File: src/design/facl_pkg.sv
// package for the five-tuple acl filter: types, constants, field positions
// no dependencies
`default_nettype none
package facl_pkg;
    localparam int unsigned DEFAULT_TABLE_ENTRIES = 1024;
    localparam logic [15:0] ETHERTYPE_IPV4 = 16'h0800;
    localparam logic [7:0]  PROTO_TCP = 8'd6;
    localparam logic [7:0]  PROTO_UDP = 8'd17;
    localparam logic [15:0] ETH_LEN = 16'd14;
    localparam logic [15:0] IP_MIN_END = 16'd34;
    localparam logic [15:0] TCP_LEN = 16'd20;
    localparam logic [15:0] UDP_LEN = 16'd8;
    localparam logic [14:0] VERDICT_MALFORMED = 15'h7FFF;
    localparam logic [14:0] VERDICT_PASS = 15'd0;
    localparam logic        CMD_BYTE = 1'b0;
    localparam logic        CMD_RULE = 1'b1;
    localparam logic        KIND_FRAME = 1'b0;
    localparam logic        KIND_RULE = 1'b1;

    typedef struct packed {
        logic [31:0] src_addr;
        logic [31:0] dst_addr;
        logic [15:0] src_port;
        logic [15:0] dst_port;
        logic [7:0]  protocol;
    } t_tuple;

    typedef enum logic [2:0] {
        ST_IDLE,
        ST_SCAN,
        ST_WRITE,
        ST_OUT
    } t_state;

    // controller to datapath
    typedef struct packed {
        logic start_scan;   // latch key, clear scan index
        logic step_scan;    // advance scan index
        logic write_entry;  // store rule at hit or next free
        logic load_result;  // set output valid; a direct verdict is placed into the output register here
    } t_cmd;

    // datapath to controller
    typedef struct packed {
        logic scan_done;
        logic scan_hit;
        logic direct;       // frame verdict known without a lookup
    } t_status;
endpackage
`default_nettype wire

File: src/design/facl_ctrl.sv
// controller: sequences header capture, table scan, rule write and result
// depends on facl_pkg
`default_nettype none
module facl_ctrl (
    input  wire logic             i_clk,
    input  wire logic             i_rst_n,
    input  wire logic             i_in_xfer,
    input  wire logic             i_command,
    input  wire logic             i_last_byte,
    input  wire facl_pkg::t_status i_status,
    input  wire logic             i_out_busy,
    output facl_pkg::t_cmd        o_cmd,
    output logic                  o_in_ready
);
    import facl_pkg::*;

    t_state r_state, n_state;

    always_ff @(posedge i_clk) begin
        if (!i_rst_n) begin
            r_state <= ST_IDLE;
        end else begin
            r_state <= n_state;
        end
    end

    always_comb begin
        n_state = r_state;
        o_cmd = '0;
        o_in_ready = 1'b0;
        unique case (r_state)
            ST_IDLE: begin
                o_in_ready = !i_out_busy;
                if (i_in_xfer) begin
                    if (i_command == CMD_RULE) begin
                        o_cmd.start_scan = 1'b1;
                        n_state = ST_SCAN;
                    end else if (i_last_byte) begin
                        o_cmd.start_scan = 1'b1;
                        n_state = ST_SCAN;
                    end
                end
            end
            ST_SCAN: begin
                if (i_status.direct) begin
                    n_state = ST_OUT;
                end else if (i_status.scan_done || i_status.scan_hit) begin
                    n_state = ST_WRITE;
                end else begin
                    o_cmd.step_scan = 1'b1;
                end
            end
            ST_WRITE: begin
                o_cmd.write_entry = 1'b1;
                n_state = ST_OUT;
            end
            ST_OUT: begin
                o_cmd.load_result = 1'b1;
                n_state = ST_IDLE;
            end
            default: n_state = ST_IDLE;
        endcase
    end
endmodule
`default_nettype wire

File: config.mk
export PLATFORM = sky130hd
export DESIGN_NAME = facl_ctrl
export DESIGN_NICKNAME = d
export VERILOG_FILES = /design/src/design/facl_pkg.sv /design/src/design/facl_ctrl.sv
export SDC_FILE = /design/constraint.sdc
export NUM_CORES = 1
export LEC_CHECK = 0
export BUFFER_PORTS_ARGS = -buffer_cell sky130_fd_sc_hd__buf_4
export CORE_AREA = 5 5 42 44
export DETAILED_ROUTE_END_ITERATION = 12
export DIE_AREA = 0 0 47 49
export PLACE_DENSITY = 0.47
export SLEW_MARGIN = 5
export SYNTH_ARGS = -nofsm -noshare
export SYNTH_HDL_FRONTEND = slang
export SYNTH_SLANG_ARGS = --single-unit
File: constraint.sdc
create_clock -name i_clk -period 1.45 [get_ports i_clk]
set_input_delay 0.145 -clock i_clk [delete_from_list [all_inputs] [get_ports i_clk]]
set_output_delay 0.145 -clock i_clk [all_outputs]
set_load 0.01 [all_outputs]
After elaboration in Yosys (flattened, before gate mapping) --
Index checks and enable logic that the tools add are counted.
Cells by class: equality and inequality tests 6, multiplexer cells 16, reduce and logical (&&, ||, !) cells 4
Operator list (count):
- $mux W3 | 5
- $mux W1 | 10
- $pmux W3 S3 | 1
- $eq A3 B2 Y1 const B | 2
- $ne A3 B3 Y1 const B | 2
- $eq A3 B1 Y1 const B | 1
- $logic_not A3 Y1 | 1
- $reduce_and A3 Y1 | 1
- $ne A2 B2 Y1 const B | 1
- $logic_not A1 Y1 | 1
- $logic_or A1 B1 Y1 | 1
Word-level totals: flip-flop bits (word level) 3, bits of input ports 9, output and inout bits 5, logic and storage cells 27

Longest topological paths before layout --
Gate-level depths: netlist (run 1).
word-level depth 4, mapped depth 5, depth with buffers taken out 5

Least setup slack after synthesis (run 1) --
Ideal clock, no wire load.
path kind register -> register, from register r_state[0], to register r_state[0], setup time 0.122 ns, data arrival time 1.109 ns, setup slack 0.219 ns, cell stages (with the launch flop) 6, buffers on the path 0, period minus slack after synthesis 1.231 ns, cell sequence dfxtp_1 -> inv_1 -> ha_1 -> a211o_2 -> nand3b_1 -> mux2i_1
Between the ends: word-level cells in the longest chain between the ends 3, elaborated cells between the ends (all ways) 8, those cells by class 5 x eq/ne; 1 x mux; 2 x reduce/logical
Ends and longest elaborated chain:
- start: declaration | RTL line facl_ctrl.sv:17 | t_state r_state, n_state;
- start signal: assignment | RTL line facl_ctrl.sv:23 | r_state <= n_state;
- $eq A3 B1 Y1 or $logic_not A3 Y1 (tied branches) | RTL line facl_ctrl.sv:31 | unique case (r_state)
- $ne A3 B3 Y1 (no source line) or $ne A2 B2 Y1 (tied branches)
- $reduce_and A3 Y1 (no source line)
Parallel ways exist; a longest one is shown, timed or not. A chain may end at the register's enable or synchronous reset.

==> run summary, run 1 <==
- **remaining max-slew budget at the tightest pin** 0.832
- **slew at the pin with the worst max-slew slack** 252 ps
- **max FFs per register** 2
- **largest driver fanout on the critical path** 2
- **data arrival time of the critical path** 1190 ps
- **number of buffers on the longest clock path** 2
- **remaining antenna violation count** 0
- **number of slew-limit violations in the final report** 0
- **launch point of the worst reg-to-reg path** r_state[0]
- **final routed wirelength across all metal layers** 516 microns
- **Regs by FF count** r_state (2)
- **worst setup path class** reg2out
- **beginning of the worst hold path** i_rst_n
- **critical path launch point type** flop
- **share of final-layout standard cells stronger than drive strength 1** 0.538
- **most common cell after layout, fill and taps aside** sky130_fd_sc_hd__buf_4
- **number of antenna violations at the first check in global routing** 0
- **cell depth of the worst min-delay path** 3
- **Post CTS Setup Buffer Count** 0
- **Reg-to-Reg End** r_state[0]
- **number of gates given a new drive strength after cts** 0
- **synthesized area** 208 sq um
- **Synthesis Warnings** 0
- **count of hold-fix buffers inserted at cts** 0
- **placement-stage cell area** 333 sq um
- **clock slew at reported path FFs** 30 ps
- **port buffer count** 13
- **number of global-route vias before repair** 202
- **Worst Setup End Kind** primary output
- **fraction of the cycle the final worst path needs** 0.921
- **Fmax achieved** 0.749 GHz
- **placement-stage worst setup slack** 175 ps
- **portion of synthesized cell area occupied by the leading cell type** 0.301
- **leakage power** 0.189 nW
- **post-route setup slack** 114 ps
- **x dimension of the die** 47 microns
- **Design Power** 0.551 mW
- **library cell with the largest summed area after synthesis** sky130_fd_sc_hd__ha_1
- **Core Footprint** 1400 sq um
- **die span in y** 49 microns
- **placed wire-length estimate after detailed placement** 423 microns
- **Initial DRT Pass Iterations** 2
- **maximum number of pins on one net before global-route repair** 6
- **Setup Total Neg Slack** 0 ps
- **RSZ-0062 raised after global routing** false
- **io pins** 14
- **number of fillers in the final layout** 163
- **worst supply voltage drop on vdd** 0.000420 V
- **post-DR wirelength/cell** 9.38 microns
- **final hold violation count** 0
- **aggregate global routing overflow** 0
- **total via count after detailed routing** 200
- **commonest non-fill, non-tap cells in the layout** 14 x sky130_fd_sc_hd__buf_4, 5 x sky130_fd_sc_hd__ha_1, 3 x sky130_fd_sc_hd__inv_1, 3 x sky130_fd_sc_hd__nand2_1, 3 x sky130_fd_sc_hd__clkbuf_4
- **Worst EP required** 1310 ps
- **register ranked first by flip-flop count** r_state
- **worst reg2reg path depth** 5
- **initial cell density of the core** 0.148
- **TritonCTS Buffers** 3
- **top post-synthesis cells by area** sky130_fd_sc_hd__ha_1 30%, sky130_fd_sc_hd__dfxtp_1 19%, sky130_fd_sc_hd__nor4b_4 11%
- **CTS H-tree lvls** 1
- **clock tree from TritonCTS** done
- **status** finished, final reports clean
- **insertion delay to the later sink of the worst-skew pair** 220 ps
- **routability cong.** 0.596
- **Syn-to-layout area delta** 71.7%
- **Root Buffer Master** sky130_fd_sc_hd__clkbuf_4
- **#FFs+latches synth** 2
- **net total in the final layout** 55
- **global-route wire length before repair** 738 microns
- **total global-route track usage** 0.0478
- **clock skew** 0.208 ps
- **share of synthesized area occupied by flip-flops and latches** 0.193
- **max-cap check violation count** 0
- **number of inserted diodes** 0
- **fin crit period** 1340 ps
- **number of cells produced by synthesis** 22
- **routed via count divided by cell count** 3.64
- **cell area after layout** 357 sq um
- **nets in the synthesized netlist** 36
- **number of design-rule violations left by the first detailed-router iteration** 1
- **Unique masters post-synth** 11
- **post-detailed-route DRC marker count** 0
- **cell row count** 14
- **number of clock sinks** 2
- **kind of path behind the tightest hold check** in2reg
- **worst-case hold path end point** r_state[0]
- **# setup viols final** 0
- **flop-to-flop setup slack** 240 ps
- **areal power density over the cells** 1550 nW/um^2
- **Die Area** 2300 sq um
- **average size of a mapped cell** 9.44 sq um
synthesized netlist by cell type:
cell                       instances
sky130_fd_sc_hd__a211o_2           1
sky130_fd_sc_hd__a21oi_2           1
sky130_fd_sc_hd__dfxtp_1           2
sky130_fd_sc_hd__ha_1              5
sky130_fd_sc_hd__inv_1             3
sky130_fd_sc_hd__mux2i_1           2
sky130_fd_sc_hd__nand2_1           3
sky130_fd_sc_hd__nand3b_1          1
sky130_fd_sc_hd__nor2_1            2
sky130_fd_sc_hd__nor4b_4           1
sky130_fd_sc_hd__o21ai_1           1
where the power goes:
| part | internal, mW | leakage [nW] | switching [mW] | total, mW |
|---|---|---|---|---|
| registers | 0.0828 | 0.0168 | 0.0210 | 0.104 |
| clock network | 0.0911 | 0.0138 | 0.0295 | 0.121 |
| logic | 0.173 | 0.159 | 0.153 | 0.327 |
critical path, stage by stage, from the launching register on:
cell and delay, ps:
sky130_fd_sc_hd__dfxtp_1 300, sky130_fd_sc_hd__inv_1 80, sky130_fd_sc_hd__ha_1 180, sky130_fd_sc_hd__nor4b_4 250, sky130_fd_sc_hd__buf_4 170
per-layer routing:
metal	up-vias	routed length, microns	track usage
met2	12	213	0.0611
met3	0	114	0.0185
met4	0	0	0.0553
met5	-	0	0
met1	79	189	0.0524
li1	109	-	-
per-stage QoR:
step                      cells   util  hold slack [ps]
after floorplan              22      -              292
final                        55  0.254              210
after global placement       52  0.238              447
after CTS                    55  0.254              207
after detailed placement     52  0.238              447
after global routing         55  0.254              245
area by class of cell:
type                    count  area, sq um  share of cell area
repair buffers             14          105               0.295
multi-input cells          17          156               0.439
flip-flops and latches      2         41.3               0.116
inverters                   3         11.3              0.0316
well taps                  16         20.0              0.0561
clock buffers               3         22.5              0.0632
kinds of logic after synthesis:
logic type / synth area share
simple gates: 0.241
fa+ha+maj: 0.301
compound gates: 0.114
buf+inv: 0.0542
mux: 0.0964
flops: 0.193
worst max-delay path by stage:
stage,start,to,depth (start not counted)
2_1_floorplan,r_state[0],r_state[0],5
6_report,r_state[1],o_cmd[2],4
3_3_place_gp,r_state[0],r_state[0],5
3_5_place_dp,r_state[0],r_state[0],5
5_1_grt,r_state[1],o_cmd[2],4
4_1_cts,r_state[0],o_cmd[2],3
Power figures use the tool's default switching activity.
==> run 2, diff against run 1 <==
--- a/config.mk
+++ b/config.mk
@@ -7,3 +7,2 @@
 export LEC_CHECK = 0
-export BUFFER_PORTS_ARGS = -buffer_cell sky130_fd_sc_hd__buf_4
 export CORE_AREA = 5 5 42 44
@@ -11,3 +10,5 @@
 export DIE_AREA = 0 0 47 49
-export PLACE_DENSITY = 0.47
+export DONT_BUFFER_PORTS = 1
+export HOLD_SLACK_MARGIN = 0.15
+export PLACE_DENSITY = 0.38
 export SLEW_MARGIN = 5
==> constraint.sdc (replaced) <==
create_clock -name i_clk -period 1.45 [get_ports i_clk]
set_input_delay 0.29 -clock i_clk [delete_from_list [all_inputs] [get_ports i_clk]]
set_output_delay 0.29 -clock i_clk [all_outputs]
set_load 0.01 [all_outputs]
==> run 2 against run 1 <==
  * Clock power hardly changed
  * Non-clock buffer count is 14 lower
  * Clock skew hardly changed
  * Sequential power increased by 13%
  * Fmax is 2.6% lower
  * Flip-flop and latch count stayed put
  * Via count down 20%
  * Sequential share of layout area rose by 4.5 points
  * Combinational power down 22%
==> run summary, run 2 (synthesis gave the netlist of run 1 again) <==
- **met1 WL** 146 microns, -23%
- **most common cell after layout, fill and taps aside** sky130_fd_sc_hd__ha_1
- **TritonCTS Buffers** 3, unchanged
- **remaining antenna violation count** 0, unchanged
- **kind of path behind the tightest hold check** in2reg
- **cell row count** 14, unchanged
- **number of fillers in the final layout** 156, -4.3%
- **worst setup path class** reg2out
- **areal power density over the cells** 1850 nW/um^2, +20%
- **number of slew-limit violations in the final report** 0, unchanged
- **launch point of the worst reg-to-reg path** r_state[0]
- **Worst EP required** 1160 ps, -150 ps
- **Initial DRT Pass Iterations** 3, +1
- **post-detailed-route DRC marker count** 0, unchanged
- **max FFs per register** 2, unchanged
- **CTS H-tree lvls** 1, unchanged
- **post-DR wirelength/cell** 10.6 microns, +13%
- **CP delay by family, top** flip-flops
- **slew at the pin with the worst max-slew slack** 328 ps, +76.1 ps
- **combined area of the multi-input logic cells** 169 sq um, +8.0%
- **Die Area** 2300 sq um, unchanged
- **number of design-rule violations left by the first detailed-router iteration** 2, +1
- **critical path launch point type** flop
- **Fmax achieved** 0.729 GHz, -2.6%
- **fin crit period** 1370 ps, +35.4 ps
- **aggregate global routing overflow** 0, unchanged
- **number of buffers and inverters on the critical path** 1, -1
- **die span in y** 49 microns, unchanged
- **largest driver fanout on the critical path** 5, +3
- **status** finished, final reports clean
- **placement-stage cell area** 228 sq um, -32%
- **clock skew** 0.497 ps, +0.289 ps
- **routability cong.** 0.648, +8.8%
- **number of inserted diodes** 0, unchanged
- **port buffer count** 0, -13
- **final hold violation count** 0, unchanged
- **flop-to-flop setup slack** 190 ps, -50 ps
- **count of non-filler cells in the finished layout** 41, -25%
- **cell area after layout** 265 sq um, -26%
- **share of final-layout standard cells stronger than drive strength 1** 0.480, -0.0585
- **remaining max-slew budget at the tightest pin** 0.781, -0.0510
- **number of buffers on the longest clock path** 2, unchanged
- **uppermost signal routing layer after detailed routing** met3
- **x dimension of the die** 47 microns, unchanged
- **Root Buffer Master** sky130_fd_sc_hd__clkbuf_4
- **maximum number of pins on one net before global-route repair** 6, unchanged
- **total via count after detailed routing** 161, -20%
- **leakage power** 0.119 nW, -37%
- **worst stage delay on the critical path** 330 ps, +30 ps
- **clock slew at reported path FFs** 30 ps, about the same
- **total global-route track usage** 0.0463, -0.00144
- **number of global-route vias before repair** 171, -15%
- **cell with the largest stage delay on the worst path** sky130_fd_sc_hd__dfxtp_2
- **Regs by FF count** r_state (2)
- **initial cell density of the core** 0.148, unchanged
- **commonest non-fill, non-tap cells in the layout** 4 x sky130_fd_sc_hd__ha_1, 3 x sky130_fd_sc_hd__nand2_1, 3 x sky130_fd_sc_hd__clkbuf_4
- **routed via count divided by cell count** 3.93, +8.0%
- **Reg-to-Reg End** r_state[0]
- **# setup viols final** 0, unchanged
- **worst-case hold path end point** r_state[1]
- **io pins** 14, unchanged
- **insertion delay to the later sink of the worst-skew pair** 220 ps, about the same
- **Syn-to-layout area delta** 27.7%
- **cell-by-cell trace of the critical path** inv_2, ha_2, nor4b_4
- **net total in the final layout** 41, -25%
- **Worst Setup End Kind** primary output
- **Setup Total Neg Slack** 0 ps, unchanged
- **number of clock sinks** 2, unchanged
- **beginning of the worst hold path** i_rst_n
- **total area of sequential cells** 42.5 sq um, +3.0%
- **register ranked first by flip-flop count** r_state
- **met2 wire length** 154 microns, -28%
- **max-cap check violation count** 0, unchanged
- **global-route wire length before repair** 648 microns, -12%
- **number of antenna violations at the first check in global routing** 0, unchanged
- **fraction of the cycle the final worst path needs** 0.945, +0.0244
- **RSZ-0062 raised after global routing** true
- **Final Core Density** 0.189, -0.0652
- **Post-Place Cells** 38, -27%
- **clock tree from TritonCTS** done
- **final routed wirelength across all metal layers** 434 microns, -16%
- **Detail Route met3 WL** 133 microns, +17%
- **worst reg2reg path depth** 5, unchanged
- **count of hold-fix buffers inserted at cts** 0, unchanged
- **Core Footprint** 1400 sq um, unchanged
- **worst supply voltage drop on vdd** 0.000440 V, +4.9%
- **number of stages on the worst setup path** 3, -1
- **data arrival time of the critical path** 1080 ps, -110 ps
- **cell depth of the worst min-delay path** 2, -1
run 2: area by class of cell:
type | instances | area share
Clock buffer | 3 | 0.0849
Inverter | 3 | 0.0425
Sequential cell | 2 | 0.160
Tap cell | 16 | 0.0755
Multi-Input combinational cell | 17 | 0.637
run 2: power by group:
group / internal (mW) / total [mW] / switching (mW)
clock: 0.0910 / 0.120 / 0.0287
sequential: 0.0859 / 0.117 / 0.0313
combinational: 0.117 / 0.254 / 0.137
total: 0.294 / 0.491 / 0.197
run 2: timing repair:
action | in CTS | in global routing
setup endpoints to repair | 0 | 3
hold endpoints to repair | 0 | 0
gates resized for setup | 0 | 7
setup buffers | 0 | 0
run 2: worst max path at each step:
stage	slack, ps	from	to
finish	80	r_state[1]	o_cmd[2]
global route	-4	r_state[1]	o_cmd[2]
CTS	10	r_state[1]	o_cmd[2]
detailed placement	120	r_state[0]	r_state[0]
global placement	160	r_state[0]	r_state[0]
floorplan	220	r_state[0]	r_state[0]
run 2: worst register-to-register path: stages (launching register included):
cell and delay (ps):
sky130_fd_sc_hd__dfxtp_2 350, sky130_fd_sc_hd__inv_1 70, sky130_fd_sc_hd__ha_1 250, sky130_fd_sc_hd__a211o_2 320, sky130_fd_sc_hd__nand3b_1 80, sky130_fd_sc_hd__mux2i_1 70
run 2: routing by layer:
metal	vias to the layer above	global-route usage
met2	16	0.0452
met4	0	0.0691
met1	66	0.0327
met3	0	0.0590
li1	79	-
met5	-	0
run 2: stage by stage:
stage	setup WS (ps)	power [mW]	hold WS (ps)
2_1_floorplan	219	0.303	437
3_3_place_gp	164	0.340	450
3_5_place_dp	117	0.345	444
4_1_cts	12.8	0.474	208
5_1_grt	-3.68	0.549	209
6_report	79.1	0.491	209
